--- config.mk ---
export PLATFORM = sky130hd
export DESIGN_NAME = lag_ctrl
export DESIGN_NICKNAME = d
export VERILOG_FILES = /design/src/sv/lag_pkg.sv /design/src/sv/lag_ctrl.sv
export SDC_FILE = /design/constraint.sdc
export NUM_CORES = 1
export LEC_CHECK = 0
export ABC_AREA = 1
export BUFFER_PORTS_ARGS = -buffer_cell sky130_fd_sc_hd__buf_2
export CAP_MARGIN = 0
export CORE_MARGIN = 8
export CORE_UTILIZATION = 48
export CTS_CLUSTER_DIAMETER = 40
export CTS_CLUSTER_SIZE = 40
export DETAILED_ROUTE_END_ITERATION = 10
export GPL_ROUTABILITY_DRIVEN = 0
export MAX_ROUTING_LAYER = met4
export PLACE_DENSITY = 0.83
export SYNTH_ARGS = -nofsm -noshare
export SYNTH_HDL_FRONTEND = slang
export SYNTH_SLANG_ARGS = --single-unit
--- constraint.sdc ---
create_clock -name clock -period 2.7 [get_ports clock]
set_input_delay 0.405 -clock clock [delete_from_list [all_inputs] [get_ports clock]]
set_output_delay 0.405 -clock clock [all_outputs]
set_load 0.05 [all_outputs]
--- src/sv/lag_pkg.sv ---
// Shared types and constants for the life automaton generation core.
package lag_pkg;

   localparam int GRID_COLS = 256;
   localparam int GRID_ROWS = 128;
   localparam int COL_W     = $clog2(GRID_COLS);
   localparam int ROW_W     = $clog2(GRID_ROWS);
   localparam int BORN_COUNT = 3;
   localparam int KEEP_COUNT = 2;

   typedef enum logic [1:0] {
      OP_WRITE = 2'd0,
      OP_STEP  = 2'd1,
      OP_READ  = 2'd2,
      OP_NONE  = 2'd3
   } opcode_type;

   typedef struct packed {
      opcode_type  opcode;
      logic [7:0]  col;
      logic [6:0]  row;
      logic        value;
   } req_type;

   typedef struct packed {
      logic cell_alive;
      logic done_res;
   } rsp_type;

   typedef enum logic [2:0] {
      ST_IDLE,
      ST_CELL_FIN,
      ST_GEN_TOP,
      ST_GEN_MID,
      ST_GEN_ROW,
      ST_DONE
   } state_type;

   // Commands from the sequencer to the datapath
   typedef struct packed {
      logic             accept;
      logic             rd_en;
      logic [ROW_W-1:0] rd_row;
      logic             load_above;
      logic             load_mid;
      logic             gen_write;
      logic [ROW_W-1:0] gen_row;
      logic             cell_fin;
      logic             swap;
      logic             rsp_load;
   } cmd_type;

endpackage

--- src/sv/lag_ctrl.sv ---
// Sequencer: handshakes, cell access steps and the row sweep of a generation.
module lag_ctrl
   import lag_pkg::*;
(
   input  logic    clock,
   input  logic    reset,
   input  logic    req_valid,
   output logic    req_ready,
   input  req_type req_data,
   output logic    rsp_valid,
   input  logic    rsp_ready,
   output cmd_type cmd
);

   localparam logic [ROW_W-1:0] LAST_ROW = ROW_W'(GRID_ROWS - 1);
   localparam logic [ROW_W:0]   ROWS_EXT = (ROW_W+1)'(GRID_ROWS);

   state_type        state_ff, state_in;
   logic [ROW_W-1:0] row_ff, row_in;
   logic             rsp_valid_ff, rsp_valid_in;
   logic [ROW_W:0]   ahead_sum;
   logic [ROW_W-1:0] ahead_row;

   // Row two ahead of the one being written, wrapped
   always_comb begin
      ahead_sum = {1'b0, row_ff} + (ROW_W+1)'(2);
      if (ahead_sum >= ROWS_EXT) begin
         ahead_sum = ahead_sum - ROWS_EXT;
      end
      ahead_row = ahead_sum[ROW_W-1:0];
   end

   // Hold state, row counter and result valid
   always_ff @(posedge clock) begin
      if (reset) begin
         state_ff     <= ST_IDLE;
         row_ff       <= '0;
         rsp_valid_ff <= 1'b0;
      end else begin
         state_ff     <= state_in;
         row_ff       <= row_in;
         rsp_valid_ff <= rsp_valid_in;
      end
   end

   // Next state and commands
   always_comb begin
      state_in       = state_ff;
      row_in         = row_ff;
      rsp_valid_in   = rsp_valid_ff & ~rsp_ready;
      cmd            = '0;
      req_ready      = 1'b0;
      case (state_ff)
         ST_IDLE: begin
            req_ready = 1'b1;
            if (req_valid) begin
               cmd.accept = 1'b1;
               case (req_data.opcode)
                  OP_WRITE, OP_READ: begin
                     cmd.rd_en  = 1'b1;
                     cmd.rd_row = req_data.row;
                     state_in   = ST_CELL_FIN;
                  end
                  OP_STEP: begin
                     cmd.rd_en  = 1'b1;
                     cmd.rd_row = LAST_ROW;
                     state_in   = ST_GEN_TOP;
                  end
                  default: state_in = ST_DONE;
               endcase
            end
         end
         ST_CELL_FIN: begin
            cmd.cell_fin = 1'b1;
            state_in     = ST_DONE;
         end
         ST_GEN_TOP: begin
            cmd.load_above = 1'b1;
            cmd.rd_en      = 1'b1;
            cmd.rd_row     = '0;
            state_in       = ST_GEN_MID;
         end
         ST_GEN_MID: begin
            cmd.load_mid = 1'b1;
            cmd.rd_en    = 1'b1;
            cmd.rd_row   = ROW_W'(1);
            row_in       = '0;
            state_in     = ST_GEN_ROW;
         end
         ST_GEN_ROW: begin
            cmd.gen_write  = 1'b1;
            cmd.gen_row    = row_ff;
            cmd.load_above = 1'b1;
            cmd.load_mid   = 1'b1;
            if (row_ff == LAST_ROW) begin
               cmd.swap = 1'b1;
               state_in = ST_DONE;
            end else begin
               cmd.rd_en  = 1'b1;
               cmd.rd_row = ahead_row;
               row_in     = row_ff + ROW_W'(1);
            end
         end
         ST_DONE: begin
            if (!rsp_valid_ff || rsp_ready) begin
               cmd.rsp_load = 1'b1;
               rsp_valid_in = 1'b1;
               state_in     = ST_IDLE;
            end
         end
         default: state_in = ST_IDLE;
      endcase
   end

   assign rsp_valid = rsp_valid_ff;

endmodule

==> reports/results.ini, run 1 <==
[clocking]
cts_setup_buffers=0
numCtsBuffers=3
path_clk_slew_ns=0.07
cts.path.max_buffers=2
clk_latency_ns=0.27
cts_root_buf=clkbuf_4
ctsHoldBuffers=0
cts_htree_levels=1
cts.sinks=11
cts_tree=yes
cts_resized=0

[power_and_ir_drop]
p_clk_share_pct=9.5
ir_drop_mv=0.547
finalPower_mw=1.19
p_int_mw=0.454
comb_power_share_pct=69.3
switching_share_pct=62.0
leakage_nw=0.627
switchingPower_mw=0.739
power.density_mw_per_mm2=1040
seq_power_share_pct=21.2

[die]
die-area_mm2=0.00360
io_pins=46
initial_core_util_pct=48.9
die-height_um=60.0
die_w_um=60.0
core.rowCount=16
core_area_mm2=0.00190

[route]
dr_total_vias=1088
drc=0
avgViaCountPerCell=4.99
drt-pass1-iter-count=4
detail-route-antenna-nets=0
drt_iter0_markers=48
drt-total-wl_um=2550
wl_per_cell_um=11.7

[setup_path]
r2r_slack_ns=1.06
reg2regPathDepth=8
crit_end=cmd[16]
setup.worst_path.start_class=flop
startpoint=row_ff[1]
critical_path_class=flop to output port
r2r_start=row_ff[1]
cp.arrival_ns=1.94
r2r-end=row_ff[1]
endpoint_kind=output port
crit_fanout=9
required_ns=2.30

[cells_and_area]
fin_cells=218
final_util_pct=60.6
final_common_cell=buf_2
multi_input_area_um2=599
areaGrowthSynthToFinish_pct=23.8
regArea_um2=220
drive_above_1_share_pct=30.4
layout_common_cells=buf_2, nand2_1, nor2_1
filler_cell_count=174
nNetsFinal=216
n_antenna_cell=0

[logic_synthesis]
synth_top_family_by_area=simple AND/OR/NAND/NOR gates
synth_top_area_cell=dfxtp_1
syn-num-nets=178
synth_xor_area_share_pct=1.88
synth_mux_area_share_pct=0
synth_area_leaders=dfxtp_1, nand2_1, nor2_1
yosysWarnings=0
synth_top_area_share_pct=23.7
syn_inst=154
synth_seq_area_share_pct=23.7
avgSynthCellArea_um2=6.04
yosys.area_share.adder_pct=2.69
syn-cell-area_um2=931
ys_types=24
synth_compound_area_share_pct=17.6
synthSimpleGateAreaFrac_pct=42.2
ys_seq_elements=11

[timing]
period_minus_slack_ns=2.34
fin_crit_sh_pct=86.8
maxSlewViolCount=0
setup_violations=0
worstMarginPinSlew_ns=0.277
hold_ws_ns=0.416
finClkSkew_ns=0.00175
setup_tns_ns=0
slew_headroom_pct=81.5
max_freq_ghz=0.427
finalHoldViolCount=0
rsz0062_at_grt=false

[grt]
overflow=0
grt_max_degree=14
antenna_found_initial=0
grt_first_pass_wirelength_um=4220
grt_pass1_vias=971
grtUsageTotal_pct=15.3

[worst_hold_path]
hp-class=input pin to flop
worstHoldStart=reset

[place]
io_buffers=36
dp.cells=214
dpl.hpwl_um=2100

[status]
status=finished clean

[run]
drv_cap=0

## synthesized netlist by cell type, drive strengths merged
cell type	count
xor2	2
o21ai	19
buf	2
nand3b	1
nor2	30
ha	2
a21oi	9
dfxtp	11
nand4	1
inv	23
clkbuf	1
o31ai	1
nand3	14
clkinv	1
nand2	37
## stage by stage
stage	setup slack, ns	instance area, um2
after CTS	0.369	1150
after floorplan	0.285	931
final	0.356	1150
after detailed placement	0.675	1130
after global placement	0.702	1130
after global routing	0.192	1150
## flip-flops by register name, summed over array words and instances, names as in the netlist
signal / cells
state_ff: 3
rsp_valid: 1
row_ff: 7
## kinds of logic (layout without fill, tap and decap cells)
| group | count (synthesis) | after routing |
|---|---|---|
| and+or+nand+nor | 83 | 83 |
| xor gates and xnor gates | 2 | 2 |
| DFF | 11 | 11 |
| AOI/OAI and AO/OA | 29 | 29 |
| buffers and inverters | 27 | 64 |
| adders and majority gates | 2 | 2 |
## critical path, stage by stage, from the launching register on
cell      delay (ns)
dfxtp_1         0.48
ha_1            0.23
clkinv_1        0.12
nor2_2          0.19
nand2_4         0.10
nand2_4         0.13
inv_2           0.08
nand3_1         0.08
nand2_1         0.05
buf_2           0.21
## per-layer routing
metal  GRT usage (%)  share of wire [%]
met5               -                  0
met2            24.5                 45
met3            1.94                8.4
met4            9.18                2.1
met1            17.8                 44
## power groups by stage
stage          sequential, mW  clock [mW]  combinational [mW]
3_5_place_dp            0.256           0               0.829
6_report                0.253       0.113               0.827
4_1_cts                 0.252       0.115               0.831
5_1_grt                 0.261       0.127               0.889
2_1_floorplan           0.249           0               0.671
3_3_place_gp            0.254           0               0.816
## final cells by class
type                    count  share of cell area (%)
clock buffers               4                    2.28
inverters                  24                    8.03
multi-input cells         116                    52.0
flip-flops and latches     11                    19.1
well taps                  27                    2.93
repair buffers             36                    15.6
## how the worst min path moves through the flow
stage             endpoint  slack, ns  cells after the start
2_1_floorplan    row_ff[2]       0.48                      2
5_1_grt          row_ff[5]       0.42                      2
3_3_place_gp     rsp_valid       0.49                      2
6_report         row_ff[4]       0.42                      2
3_5_place_dp     rsp_valid       0.51                      2
4_1_cts        state_ff[0]       0.41                      2
No activity file was read; power rests on OpenSTA's default activity.
==> inputs of run 2 (changes only) <==
CORE_ASPECT_RATIO = 0.8   (was not set)
SLEW_MARGIN = 20   (was not set)
==> run 2 against run 1 <==
  * Clock power barely moved
  * Critical path type unchanged
  * Die area grew 0.24%
  * First-iteration DRC count grew 13%
  * Via count down 0.46%
  * Non-clock buffer count unchanged
  * Cell count decreased by 1.4%
  * Sequential share of layout area rose by 0.063 points
  * Final area is 0.33% lower
  * Largest power group unchanged
  * Clock skew up 0.0011 ns
  * Sequential power is essentially flat
  * Fmax shrank 0.67%
  * Clock-buffer cell count did not move
==> reports/results.ini, run 2 (synthesized netlist as in run 1, its figures left out) <==
[status]
status=finished clean  ; unchanged

[setup_path]
reg2regPathDepth=8  ; unchanged
required_ns=2.30  ; about the same
crit_family=simple AND/OR/NAND/NOR gates  ; unchanged
cp_common_cell=nand2_4  ; unchanged
crit_fanout=9  ; unchanged
path_buf_inv=3  ; unchanged
endpoint_kind=output port  ; unchanged
r2r-end=row_ff[1]  ; unchanged
setup.worst_path.start_class=flop  ; unchanged
cp.depth=9  ; unchanged
critical-path-max-stage-delay_ns=0.48  ; about the same
r2r_start=row_ff[1]  ; unchanged
cp_slowest_cell=dfxtp_1  ; unchanged
critical_path_class=flop to output port  ; unchanged
r2r_slack_ns=1.07  ; was 1.06 ns
cp_cell_sequence=ha_1, clkinv_1, nor2_2, nand2_4, nand2_4, inv_2, nand3_1, nand2_1, buf_2  ; unchanged
cp.arrival_ns=1.96  ; was 1.94 ns

[power_and_ir_drop]
finalPower_mw=1.20  ; was 1.19 mW
ir_drop_mv=0.777  ; was 0.547 mV
power.density_mw_per_mm2=1040  ; about the same
switching_share_pct=62.1  ; was 62.0%
p_int_mw=0.454  ; about the same
comb_power_share_pct=69.5  ; was 69.3%
p_clk_share_pct=9.4  ; was 9.5%
leakage_nw=0.627  ; unchanged
seq_power_share_pct=21.1  ; was 21.2%
switchingPower_mw=0.745  ; was 0.739 mW

[route]
drt_iter0_markers=54  ; was 48
detail-route-antenna-nets=0  ; unchanged
drc=0  ; unchanged
dr_total_vias=1083  ; was 1088
avgViaCountPerCell=5.04  ; was 4.99
wl_per_cell_um=12.0  ; was 11.7 um
drt-total-wl_um=2570  ; was 2550 um
drt-pass1-iter-count=4  ; unchanged

[timing]
setup_violations=0  ; unchanged
period_minus_slack_ns=2.36  ; was 2.34 ns
setup_tns_ns=0  ; unchanged
rsz0062_at_grt=false  ; unchanged
hold_ws_ns=0.427  ; was 0.416 ns
max_freq_ghz=0.424  ; was 0.427 GHz
finClkSkew_ns=0.00286  ; was 0.00175 ns
maxSlewViolCount=0  ; unchanged
worstMarginPinSlew_ns=0.275  ; was 0.277 ns
fin_crit_sh_pct=87.4  ; was 86.8%
finalHoldViolCount=0  ; unchanged
slew_headroom_pct=81.6  ; was 81.5%

[grt]
grt_max_degree=14  ; unchanged
antenna_found_initial=0  ; unchanged
grt_pass1_vias=989  ; was 971
overflow=0  ; unchanged
grtUsageTotal_pct=14.9  ; was 15.3%
grt_first_pass_wirelength_um=4370  ; was 4220 um

[cells_and_area]
areaGrowthSynthToFinish_pct=23.4  ; was 23.8%
nNetsFinal=216  ; unchanged
drive_above_1_share_pct=30.4  ; unchanged
largest_reg_flops=7  ; unchanged
top_register=row_ff  ; unchanged
n_antenna_cell=0  ; unchanged
final_util_pct=61.9  ; was 60.6%
final_common_cell=buf_2  ; unchanged
layout_common_cells=buf_2, nand2_1, nor2_1  ; unchanged

[clocking]
ctsHoldBuffers=0  ; unchanged
cts.sinks=11  ; unchanged
cts_setup_buffers=0  ; unchanged
cts_root_buf=clkbuf_4  ; unchanged
cts_tree=yes  ; unchanged
cts.path.max_buffers=2  ; unchanged
cts_htree_levels=1  ; unchanged
clk_latency_ns=0.27  ; about the same
numCtsBuffers=3  ; unchanged
path_clk_slew_ns=0.07  ; about the same
cts_resized=0  ; unchanged

[worst_hold_path]
hold_depth=2  ; unchanged
worstHoldStart=reset  ; unchanged
hp-class=input pin to flop  ; unchanged
worstHoldEndpoint=row_ff[5]  ; was row_ff[4]

[die]
die-height_um=55.4  ; was 60.0 um
die-area_mm2=0.00361  ; was 0.00360 mm2
core_area_mm2=0.00186  ; was 0.00190 mm2
initial_core_util_pct=50.1  ; was 48.9%
io_pins=46  ; unchanged
die_w_um=65.2  ; was 60.0 um
core.rowCount=14  ; was 16

[run]
drv_cap=0  ; unchanged

[place]
dpl.hpwl_um=2120  ; was 2100 um
io_buffers=36  ; unchanged

==> run 2: cell type report <==
| type | instances | area (um2) |
|---|---|---|
| Clock buffer | 4 | 26.3 |
| Fill cell | 193 | 708 |
| Inverter | 24 | 92.6 |
| Multi-Input combinational cell | 116 | 599 |
| Sequential cell | 11 | 220 |
| Tap cell | 24 | 30.0 |
| Timing Repair Buffer | 36 | 180 |
==> run 2: worst reg2reg max path, stage by stage (launching register included) <==
cell      delay [ns]
dfxtp_1         0.48
ha_1            0.23
clkinv_1        0.13
nor2_2          0.20
nand2_4         0.10
nand2_4         0.13
nand2_2         0.08
o21ai_1         0.12
nor2_1          0.06
==> run 2: power by group through the flow <==
stage / Combinational, mW / Clock (mW) / Sequential, mW
5_1_grt: 0.907 / 0.131 / 0.258
2_1_floorplan: 0.671 / 0 / 0.249
4_1_cts: 0.836 / 0.119 / 0.251
3_3_place_gp: 0.819 / 0 / 0.253
3_5_place_dp: 0.833 / 0 / 0.255
6_report: 0.833 / 0.113 / 0.252
==> run 2: worst max-delay path by stage <==
stage / from / end / slack [ns]
finish: row_ff[1] / cmd[16] / 0.34
CTS: row_ff[1] / cmd[16] / 0.34
detailed placement: row_ff[1] / cmd[16] / 0.66
global route: row_ff[1] / cmd[16] / 0.19
global placement: row_ff[1] / cmd[16] / 0.68
floorplan: state_ff[0] / cmd[13] / 0.29
==> run 2: metal layers <==
metal	global-route usage (%)	up-vias	share of wire, %
li1	-	568	-
met4	6.21	0	0.54
met1	18.7	463	47
met5	-	-	0
met3	5.84	2	12
met2	20.8	50	41
==> run 2: stage by stage <==
step	worst slack (ns)	cells	area (um2)
after floorplan	0.285	154	931
after global placement	0.684	211	1120
after detailed placement	0.656	211	1120
after CTS	0.336	215	1150
after global routing	0.193	215	1150
final	0.340	215	1150
